===== src/rtl/core/sha_pkg.sv =====
// Shared types, constants and round functions for the SHA-256 stream hasher.
// No dependencies; used by sha256_stream_hasher.
package sha_pkg;

  typedef logic [31:0] word_t;
  typedef logic [7:0]  byte_t;

  // Request kinds carried on the input tuser bit
  localparam logic REQ_ABSORB = 1'b0;
  localparam logic REQ_FINISH = 1'b1;

  // Padding marker byte and the byte offset where the length field starts
  localparam byte_t      PAD_BYTE   = 8'h80;
  localparam logic [5:0] LEN_OFFSET = 6'd56;

  // Initial hash values H0..H7
  localparam word_t START_H [8] = '{
    32'h6a09e667, 32'hbb67ae85, 32'h3c6ef372, 32'ha54ff53a,
    32'h510e527f, 32'h9b05688c, 32'h1f83d9ab, 32'h5be0cd19
  };

  // Round constants
  localparam word_t ROUND_K [64] = '{
    32'h428a2f98, 32'h71374491, 32'hb5c0fbcf, 32'he9b5dba5,
    32'h3956c25b, 32'h59f111f1, 32'h923f82a4, 32'hab1c5ed5,
    32'hd807aa98, 32'h12835b01, 32'h243185be, 32'h550c7dc3,
    32'h72be5d74, 32'h80deb1fe, 32'h9bdc06a7, 32'hc19bf174,
    32'he49b69c1, 32'hefbe4786, 32'h0fc19dc6, 32'h240ca1cc,
    32'h2de92c6f, 32'h4a7484aa, 32'h5cb0a9dc, 32'h76f988da,
    32'h983e5152, 32'ha831c66d, 32'hb00327c8, 32'hbf597fc7,
    32'hc6e00bf3, 32'hd5a79147, 32'h06ca6351, 32'h14292967,
    32'h27b70a85, 32'h2e1b2138, 32'h4d2c6dfc, 32'h53380d13,
    32'h650a7354, 32'h766a0abb, 32'h81c2c92e, 32'h92722c85,
    32'ha2bfe8a1, 32'ha81a664b, 32'hc24b8b70, 32'hc76c51a3,
    32'hd192e819, 32'hd6990624, 32'hf40e3585, 32'h106aa070,
    32'h19a4c116, 32'h1e376c08, 32'h2748774c, 32'h34b0bcb5,
    32'h391c0cb3, 32'h4ed8aa4a, 32'h5b9cca4f, 32'h682e6ff3,
    32'h748f82ee, 32'h78a5636f, 32'h84c87814, 32'h8cc70208,
    32'h90befffa, 32'ha4506ceb, 32'hbef9a3f7, 32'hc67178f2
  };

  // Upper-case sigma functions of the round
  function automatic word_t big_sig0(input word_t x);
    return {x[1:0], x[31:2]} ^ {x[12:0], x[31:13]} ^ {x[21:0], x[31:22]};
  endfunction

  function automatic word_t big_sig1(input word_t x);
    return {x[5:0], x[31:6]} ^ {x[10:0], x[31:11]} ^ {x[24:0], x[31:25]};
  endfunction

  // Lower-case sigma functions of the message schedule
  function automatic word_t sml_sig0(input word_t x);
    return {x[6:0], x[31:7]} ^ {x[17:0], x[31:18]} ^ {3'b000, x[31:3]};
  endfunction

  function automatic word_t sml_sig1(input word_t x);
    return {x[16:0], x[31:17]} ^ {x[18:0], x[31:19]} ^ {10'b0, x[31:10]};
  endfunction

endpackage


===== src/rtl/core/sha256_stream_hasher.sv =====
// SHA-256 stream hasher: one shared round unit under a small sequencer.
// Depends on sha_pkg (types, round constants, sigma functions).
//
// Absorb items are accepted one per cycle while idle; the item that fills the
// 64-byte block also starts compression, which runs one round per cycle
// through a single round unit and then folds into the chaining state, after
// which the next item can be accepted. A finish item pads in its accepting
// cycle, then compresses one block, or two blocks when 56 or more bytes were
// pending, before the first digest word is offered. The digest then goes out
// as eight items, one per cycle while out_tready is high. in_tready is low
// from the start of a compression until the fold of an absorbed block ends,
// or after a finish until the last digest word is taken. The block buffer
// doubles as the 16-word message schedule window.
module sha256_stream_hasher (
  input  logic        clk,
  input  logic        rst_n,
  input  logic        in_tvalid,
  output logic        in_tready,
  input  logic [7:0]  in_tdata,   // [7:0] data_byte
  input  logic [0:0]  in_tuser,   // [0] req_type
  output logic        out_tvalid,
  input  logic        out_tready,
  output logic [31:0] out_tdata,  // [31:0] digest_word
  output logic [2:0]  out_tuser,  // [2:0] word_index
  output logic        out_tlast   // last_word
);

  // Sequencer states
  localparam logic [1:0] ST_IDLE  = 2'd0;
  localparam logic [1:0] ST_ROUND = 2'd1;
  localparam logic [1:0] ST_FOLD  = 2'd2;
  localparam logic [1:0] ST_OUT   = 2'd3;

  logic [1:0]      state_r, state_nxt;
  logic [5:0]      fill_r, fill_nxt;
  logic [63:0]     msg_bits_r, msg_bits_nxt;
  logic [63:0]     total_r, total_nxt;
  logic [5:0]      rnd_r, rnd_nxt;
  logic [2:0]      widx_r, widx_nxt;
  logic            fin_r, fin_nxt;        // current compression belongs to a finish
  logic            two_blk_r, two_blk_nxt; // a length-only block is still to come
  sha_pkg::word_t  chain_r [8];
  sha_pkg::word_t  chain_nxt [8];
  sha_pkg::word_t  work_r [8];
  sha_pkg::word_t  work_nxt [8];
  sha_pkg::word_t  win_r [16];
  sha_pkg::word_t  win_nxt [16];

  logic            in_acc, out_acc;
  logic [63:0]     total_now;
  sha_pkg::word_t  t1, t2, w_new;
  sha_pkg::word_t  fold_sum [8];

  assign in_acc  = in_tvalid & in_tready;
  assign out_acc = out_tvalid & out_tready;

  assign in_tready  = (state_r == ST_IDLE);
  assign out_tvalid = (state_r == ST_OUT);
  assign out_tdata  = chain_r[widx_r];
  assign out_tuser  = widx_r;
  assign out_tlast  = (widx_r == 3'd7);

  // Message length in bits including the pending tail
  assign total_now = msg_bits_r + {55'd0, fill_r, 3'b000};

  // Round unit
  always_comb begin
    t1 = work_r[7] + sha_pkg::big_sig1(work_r[4])
       + ((work_r[4] & work_r[5]) ^ (~work_r[4] & work_r[6]))
       + sha_pkg::ROUND_K[rnd_r] + win_r[0];
    t2 = sha_pkg::big_sig0(work_r[0])
       + ((work_r[0] & work_r[1]) ^ (work_r[0] & work_r[2]) ^ (work_r[1] & work_r[2]));
    w_new = win_r[0] + sha_pkg::sml_sig0(win_r[1]) + win_r[9] + sha_pkg::sml_sig1(win_r[14]);
  end

  // Chaining update
  always_comb begin
    for (int i = 0; i < 8; i++) begin
      fold_sum[i] = chain_r[i] + work_r[i];
    end
  end

  // Sequencer and datapath next state
  always_comb begin
    state_nxt    = state_r;
    fill_nxt     = fill_r;
    msg_bits_nxt = msg_bits_r;
    total_nxt    = total_r;
    rnd_nxt      = rnd_r;
    widx_nxt     = widx_r;
    fin_nxt      = fin_r;
    two_blk_nxt  = two_blk_r;
    chain_nxt    = chain_r;
    work_nxt     = work_r;
    win_nxt      = win_r;

    case (state_r)
      ST_IDLE: begin
        if (in_acc && (in_tuser[0] == sha_pkg::REQ_ABSORB)) begin
          // Store the byte, big-endian within its word
          for (int w = 0; w < 16; w++) begin
            for (int b = 0; b < 4; b++) begin
              if ((fill_r[5:2] == w[3:0]) && (fill_r[1:0] == b[1:0])) begin
                win_nxt[w][(3 - b) * 8 +: 8] = in_tdata;
              end
            end
          end
          fill_nxt = fill_r + 6'd1;
          if (fill_r == 6'd63) begin
            msg_bits_nxt = msg_bits_r + 64'd512;
            fin_nxt      = 1'b0;
            rnd_nxt      = 6'd0;
            work_nxt     = chain_r;
            state_nxt    = ST_ROUND;
          end
        end else if (in_acc) begin
          // Pad: marker at the tail, zeros after it, length if it fits
          for (int w = 0; w < 16; w++) begin
            for (int b = 0; b < 4; b++) begin
              if ({w[3:0], b[1:0]} == fill_r) begin
                win_nxt[w][(3 - b) * 8 +: 8] = sha_pkg::PAD_BYTE;
              end else if ({w[3:0], b[1:0]} > fill_r) begin
                win_nxt[w][(3 - b) * 8 +: 8] = 8'h00;
              end
            end
          end
          two_blk_nxt = (fill_r >= sha_pkg::LEN_OFFSET);
          if (fill_r < sha_pkg::LEN_OFFSET) begin
            win_nxt[14] = total_now[63:32];
            win_nxt[15] = total_now[31:0];
          end
          total_nxt = total_now;
          fin_nxt   = 1'b1;
          rnd_nxt   = 6'd0;
          work_nxt  = chain_r;
          state_nxt = ST_ROUND;
        end
      end

      ST_ROUND: begin
        work_nxt[7] = work_r[6];
        work_nxt[6] = work_r[5];
        work_nxt[5] = work_r[4];
        work_nxt[4] = work_r[3] + t1;
        work_nxt[3] = work_r[2];
        work_nxt[2] = work_r[1];
        work_nxt[1] = work_r[0];
        work_nxt[0] = t1 + t2;
        for (int i = 0; i < 15; i++) begin
          win_nxt[i] = win_r[i + 1];
        end
        win_nxt[15] = w_new;
        rnd_nxt = rnd_r + 6'd1;
        if (rnd_r == 6'd63) begin
          state_nxt = ST_FOLD;
        end
      end

      ST_FOLD: begin
        chain_nxt = fold_sum;
        work_nxt  = fold_sum;
        rnd_nxt   = 6'd0;
        if (fin_r && two_blk_r) begin
          // Length-only block after a spilled tail
          for (int i = 0; i < 14; i++) begin
            win_nxt[i] = '0;
          end
          win_nxt[14] = total_r[63:32];
          win_nxt[15] = total_r[31:0];
          two_blk_nxt = 1'b0;
          state_nxt   = ST_ROUND;
        end else if (fin_r) begin
          widx_nxt  = 3'd0;
          state_nxt = ST_OUT;
        end else begin
          state_nxt = ST_IDLE;
        end
      end

      ST_OUT: begin
        if (out_acc) begin
          widx_nxt = widx_r + 3'd1;
          if (widx_r == 3'd7) begin
            // Back to the initial state for a new message
            chain_nxt    = sha_pkg::START_H;
            fill_nxt     = 6'd0;
            msg_bits_nxt = 64'd0;
            fin_nxt      = 1'b0;
            two_blk_nxt  = 1'b0;
            state_nxt    = ST_IDLE;
          end
        end
      end

      default: begin
        state_nxt = ST_IDLE;
      end
    endcase
  end

  // Control registers
  always_ff @(posedge clk) begin
    if (!rst_n) begin
      state_r    <= ST_IDLE;
      fill_r     <= 6'd0;
      msg_bits_r <= 64'd0;
      rnd_r      <= 6'd0;
      widx_r     <= 3'd0;
      fin_r      <= 1'b0;
      two_blk_r  <= 1'b0;
      chain_r    <= sha_pkg::START_H;
    end else begin
      state_r    <= state_nxt;
      fill_r     <= fill_nxt;
      msg_bits_r <= msg_bits_nxt;
      rnd_r      <= rnd_nxt;
      widx_r     <= widx_nxt;
      fin_r      <= fin_nxt;
      two_blk_r  <= two_blk_nxt;
      chain_r    <= chain_nxt;
    end
  end

  // Payload registers
  always_ff @(posedge clk) begin
    total_r <= total_nxt;
    work_r  <= work_nxt;
    win_r   <= win_nxt;
  end

  // Checks
  a_no_overlap: assert property (@(posedge clk) disable iff (!rst_n)
    !(in_tready && out_tvalid))
    else $error("input accepted while digest pending");

  a_round_end: assert property (@(posedge clk) disable iff (!rst_n)
    (state_r == ST_ROUND && rnd_r == 6'd63) |=> (state_r == ST_FOLD))
    else $error("round sequence did not end in fold");

  a_restart: assert property (@(posedge clk) disable iff (!rst_n)
    (out_acc && out_tlast) |=> (in_tready && fill_r == 6'd0 && msg_bits_r == 64'd0))
    else $error("state not restored after digest");

  a_absorb_len: assert property (@(posedge clk) disable iff (!rst_n)
    (in_acc && in_tuser[0] == sha_pkg::REQ_ABSORB && fill_r != 6'd63) |=> in_tready)
    else $error("absorb of a non-final byte stalled input");

endmodule


===== config.mk =====
export PLATFORM = sky130hd
export DESIGN_NAME = sha256_stream_hasher
export DESIGN_NICKNAME = d
export VERILOG_FILES = /design/src/rtl/core/sha_pkg.sv /design/src/rtl/core/sha256_stream_hasher.sv
export SDC_FILE = /design/constraint.sdc
export NUM_CORES = 2
export LEC_CHECK = 0
export BUFFER_PORTS_ARGS = -buffer_cell sky130_fd_sc_hd__buf_2
export CORE_ASPECT_RATIO = 0.7
export CORE_MARGIN = 2
export CORE_UTILIZATION = 50
export CTS_CLUSTER_DIAMETER = 40
export CTS_CLUSTER_SIZE = 16
export DETAILED_ROUTE_END_ITERATION = 8
export PLACE_DENSITY = 0.65
export SLEW_MARGIN = 20
export SYNTH_ARGS = -nofsm -noshare
export SYNTH_HDL_FRONTEND = slang
export SYNTH_SLANG_ARGS = --single-unit

===== constraint.sdc =====
create_clock -name clk -period 9.87 [get_ports clk]
set_input_delay 1.4805 -clock clk [delete_from_list [all_inputs] [get_ports clk]]
set_output_delay 1.4805 -clock clk [all_outputs]
set_load 0.02 [all_outputs]

# ---- Word-level counts from Yosys, hierarchy flattened
# Memories as Yosys holds them, arrays and structs flattened.
# Cells that the tools add are included.
dict set report word_totals {
  register_bits 1171
  rom_bits 2048
  input_bits 13
  output_inout_bits 38
  elab_cells 822
  n_memories 1
}
# memory depth word_bits read_ports rd_ports_with_merged_regs wr line_no
set mem_list {}
lappend mem_list {{(name not given)} 64 32 1 0 0 sha256_stream_hasher.sv:70} ;# + sha_pkg::ROUND_K[rnd_r] + win_r[0];
dict set report op_classes {
  add_sub_neg 23
  n_lt_le_gt_ge 68
  eq_ne 227
  muxes 245
  n_bitwise 23
  reduce_logical 147
}
# cell count
set ops {}
lappend ops {{$mux W512} 3}
lappend ops {{$mux W8} 192}
lappend ops {{$pmux W512 S3} 1}
lappend ops {{$mux W256} 5}
lappend ops {{$pmux W256 S3} 1}
lappend ops {{$add A32 B32 Y32} 18}
lappend ops {{$pmux W256 S2} 1}
lappend ops {{$reduce_and A5 Y1} 67}
lappend ops {{$mux W64} 5}
lappend ops {{$xor A32 B32 Y32} 9}
lappend ops {{$ne A4 B1 Y1 const B} 56}
lappend ops {{$ne A3 B2 Y1 const B} 65}
lappend ops {{$eq A6 B6 Y1 const A} 32}
lappend ops {{$gt A6 B6 Y1 const A} 32}
lappend ops {{$and A32 B32 Y32} 5}
lappend ops {{$mux W32} 4}
lappend ops {{$pmux W64 S2} 1}
lappend ops {{$bmux W32 S3} 1}
lappend ops {{$eq A5 B6 Y1 const A} 16}
lappend ops {{$gt A5 B6 Y1 const A} 16}
lappend ops {{$logic_and A1 B1 Y1} 66}
lappend ops {{$add A64 B10 Y64 const B} 1}
lappend ops {{$add A64 B9 Y64} 1}
lappend ops {{$eq A4 B6 Y1 const A} 8}
lappend ops {{50 further kinds} 127}

# ---- Logic depth before layout (Yosys ltp)
dict set report depth {
  word_depth 8
  depth_mapped 38
  depth_no_buf 37
}

# ---- Worst setup path before layout
# No wires, ideal clock.
dict set report synth_path {
  path_kind {input -> register}
  from {input in_tvalid}
  to {register rnd_r[5]}
  setup_time_ns 0.065
  arrival_time_ns 8.348
  required_time_ns 9.805
  setup_slack_ns 1.457
  cell_stages 10
  path_buffers 1
  cell_sequence {nor2b_1 > clkbuf_1 > nand2_1 > a31oi_1 > or3_1 > inv_1 > nand2_1 > nor3_1 > a21oi_1 > nor2_1}
}
dict set report synth_between {
  elab_chain_cells 4
  word_cells_on_any_way 7
  classes_between {eq/ne: 2; mux: 2; bitwise: 1; reduce/logical: 2}
}
# item line_no
set synth_rtl {}
lappend synth_rtl {{start: declaration} sha256_stream_hasher.sv:17} ;# input logic in_tvalid,
lappend synth_rtl {{$and A1 B1 Y1 (*)} sha256_stream_hasher.sv:54} ;# assign in_acc = in_tvalid & in_tready;
lappend synth_rtl {{$logic_and A1 B1 Y1} sha256_stream_hasher.sv:99} ;# if (in_acc && (in_tuser[0] == sha_pkg::REQ_ABSORB)) begin
lappend synth_rtl {{$ne A3 B2 Y1 (no line), or another cell as far along} -}
lappend synth_rtl {{$reduce_and A3 Y1 (no line) / $pmux W6 S3 (equally long branches)} -}
lappend synth_rtl {{end signal: assignment} sha256_stream_hasher.sv:216} ;# rnd_r <= rnd_nxt;
lappend synth_rtl {{end: declaration} sha256_stream_hasher.sv:38} ;# logic [5:0] rnd_r, rnd_nxt;
# Mark *: on every way between the ends. The rest lies on a longest branch, timed or not.
# A chain may end at the register's enable or synchronous reset.

==> metrics.csv <==
metric,value,unit
status,finished clean,
RSZ-0062 raised after global routing,no,
R2R setup slack,0.69,ns
worst r2r src,work_r[108]$_DFFE_PP_,
max incr delay on CP,1.01,ns
DRC,0,
Synth top area share,31.8,%
FP Rows,121,
Mapped Area,78300,um^2
CP startpoint kind,register,
H-tree levels,4,
number of synthesized flops with an enable pin,829,
GR Overflow Total,0,
Top-Level Pins,51,
Arrival @ worst endpoint,9.62,ns
area grow syn2layout,10.2,%
Yosys cell types,90,
Die Width,477,um
synthesized instance count,8101,
Setup crit start,work_r[108]$_DFFE_PP_,
ranking of synthesized cells by area,"edfxtp_1 32%, dfxtp_1 8.4%, ha_1 6.5%",
Final Cycle Share,93.0,%
fraction of layout cells with a size suffix above 1,9.23,%
Hold Fails Final Rpt,0,
largest net degree at the start of global routing,192,
Port Buffers,50,
post-CTS sizing,0,
dpl cell area,80700,um^2
Syn Nets,8720,
Synth area leader,edfxtp_1,
Main synth FF type,edfxtp_1,
Vias,67500,
post-CTS setup buffer count,0,
antenna-violating nets left,0,
average wire per standard cell,30.7,um
drt via density,6.66,
initial antenna violation count,10,
"FF+latch count, synth",1159,
YS warnings,0,
CP Capture Type,register,
routability cong.,1.04,
Post-synth ARST share,0,%
Mean Syn Cell Area,9.67,um^2
CP Class,register to register,
number of cells on the worst hold path,0,
Die Y,335,um
Max Slew Vio Count,0,
Worst-path clk slew,0.07,ns
clock network latency to the later pin of the worst-skew pair,0.83,ns
CP max-delay cell,o21ai_0,
Reg2Reg Depth,32,
worst setup path endpoint,work_r[122]$_DFFE_PP_,
number of global-route vias before repair,61300,
Clock Skew,0.0361,ns
Final min period,9.18,ns
worst hold path class,register to register,
nets@finish,8525,
Peak Freq,109,MHz
Initial Util,50.4,%
Global Route Usage Sum,37.9,%
CP Data Required Time,10.31,ns
TritonCTS clock tree,yes,
Critical Path Fanout Max,6,
cell mode on critical path,o21ai_0,
maximum clock insertion buffer count,3,
Core Box Area,155000,um^2
Clock Sinks,1159,
detailed placer's ending HPWL,223,mm
final setup fails,0,
post-synthesis sequential area ratio,40.2,%
Worst Max-Slew Pin Slew,1.35,ns
post-route cell area,86300,um^2
first-pass GRT wire length,444,mm
Root Driver,clkbuf_16,
total wire length,311,mm
hold buffers post-CTS,0,
# Max-Cap Violations,0,
Slew headroom,8.79,%
reg2reg end,work_r[122]$_DFFE_PP_,
initial DRC count,10800,
total CTS buffers,157,
setup tns final,0,ns
total die area,160000,um^2
Pre-antenna DRT Iters,9,
[critical path, delay by kind of cell (launching register included)]
family                     cells  cell delay [ns]
AOI/OAI and AO/OA             14             3.71
adders and majority gates      6             2.40
xor gates and xnor gates       3             0.90
and+or+nand+nor                6             0.85
DFF                            1             0.54
buffers and inverters          3             0.41
[layer usage]
| layer | part of all wire, % | vias to the layer above | global-route usage, % |
|---|---|---|---|
| met3 | 16 | 485 | 14.2 |
| met1 | 45 | 33300 | 59.6 |
| met4 | 2.4 | 8 | 9.07 |
| li1 | - | 29100 | - |
| met5 | 0.012 | - | 0 |
| met2 | 37 | 4586 | 47.4 |
[cell usage in the layout, fill, tap and decap left out, types with 196 or more instances in the layout]
master | synthesis | final
xnor2_1 | 408 | 408
nor2_1 | 766 | 760
a21o_1 | 542 | 542
inv_1 | 403 | 399
fa_1 | 196 | 196
dfxtp_1 | 330 | 323
a21oi_1 | 622 | 614
xor2_1 | 202 | 202
nand2_1 | 633 | 627
o21ai_0 | 403 | 400
edfxtp_1 | 829 | 829
ha_1 | 410 | 406
[cell usage after synthesis (22+ instances only)]
| master | number |
|---|---|
| o31ai_1 | 33 |
| ha_1 | 410 |
| a221oi_1 | 118 |
| nor2_1 | 766 |
| a21oi_1 | 622 |
| a21o_1 | 542 |
| nand4_1 | 46 |
| a221o_1 | 130 |
| and3_1 | 61 |
| nand2b_1 | 56 |
| mux2_2 | 63 |
| a22oi_1 | 70 |
| mux4_2 | 71 |
| fa_1 | 196 |
| and2_1 | 34 |
| dfxtp_1 | 330 |
| a211oi_1 | 63 |
| maj3_1 | 30 |
| o21ai_0 | 403 |
| o22ai_1 | 48 |
| or3_1 | 52 |
| nand3_1 | 147 |
| o21bai_1 | 41 |
| xor2_1 | 202 |
| o21a_1 | 56 |
| clkbuf_1 | 488 |
| o211ai_1 | 47 |
| o311ai_0 | 22 |
| inv_1 | 403 |
| edfxtp_1 | 829 |
| nor2b_1 | 73 |
| a22o_1 | 25 |
| nand2_1 | 633 |
| buf_1 | 99 |
| a211o_1 | 30 |
| xnor2_1 | 408 |
| nor3_1 | 102 |
| a31oi_1 | 106 |
[kinds of logic (layout without fill, tap and decap cells)]
family / count (synthesis) / after routing / share of synthesized area [%]
compound gates: 2489 / 2489 / 21.3
buf+inv: 996 / 936 / 4.79
simple gates: 2057 / 2057 / 11.7
other cells: 0 / 5 / 0
mux: 154 / 154 / 3.20
fa+ha+maj: 636 / 636 / 11.9
xor+xnor: 610 / 610 / 6.82
flops: 1159 / 1159 / 40.2
[per-stage QoR]
stage	worst slack, ns	utilization [%]	instances	hold WS [ns]
final	0.689	55.5	10100	0.494
after global routing	0.428	55.5	10100	0.517
after CTS	0.980	55.5	10100	0.497
after detailed placement	1.06	51.9	9838	0.479
after global placement	1.05	51.9	9838	0.475
after floorplan	1.46	-	8101	0.446
[sequential cells by signal (all words and copies together), names as in the netlist]
signal / count
chain_r: 256
fill_r: 6
fin_r: 1
msg_bits_r: 55
out_tuser: 3
rnd_r: 6
state_r: 2
total_r: 61
two_blk_r: 1
win_r: 512
work_r: 256
[area by class of cell]
cell class	count	area, um^2
antenna	5	12.5
clock buffer	176	4160
clock inverter	118	1400
fill	13700	69200
inverter	406	1540
multi-input combinational	5946	43300
sequential	1159	31500
tap	2091	2620
timing repair buffer	236	1740
[how the worst min path moves through the flow]
stage | from | end | slack (ns)
6_report | msg_bits_r[58]$_SDFFE_PN0P_ | total_r[58]$_DFFE_PP_ | 0.49
4_1_cts | msg_bits_r[58]$_SDFFE_PN0P_ | total_r[58]$_DFFE_PP_ | 0.50
3_3_place_gp | msg_bits_r[58]$_SDFFE_PN0P_ | total_r[58]$_DFFE_PP_ | 0.47
3_5_place_dp | msg_bits_r[34]$_SDFFE_PN0P_ | total_r[34]$_DFFE_PP_ | 0.48
2_1_floorplan | chain_r[247]$_SDFFE_PN0P_ | chain_r[247]$_SDFFE_PN0P_ | 0.45
5_1_grt | win_r[185]$_DFFE_PP_ | win_r[217]$_DFFE_PP_ | 0.52
Power is not shown: default switching activity piles up to over one toggle a cycle in this logic, so the estimate is an artifact.
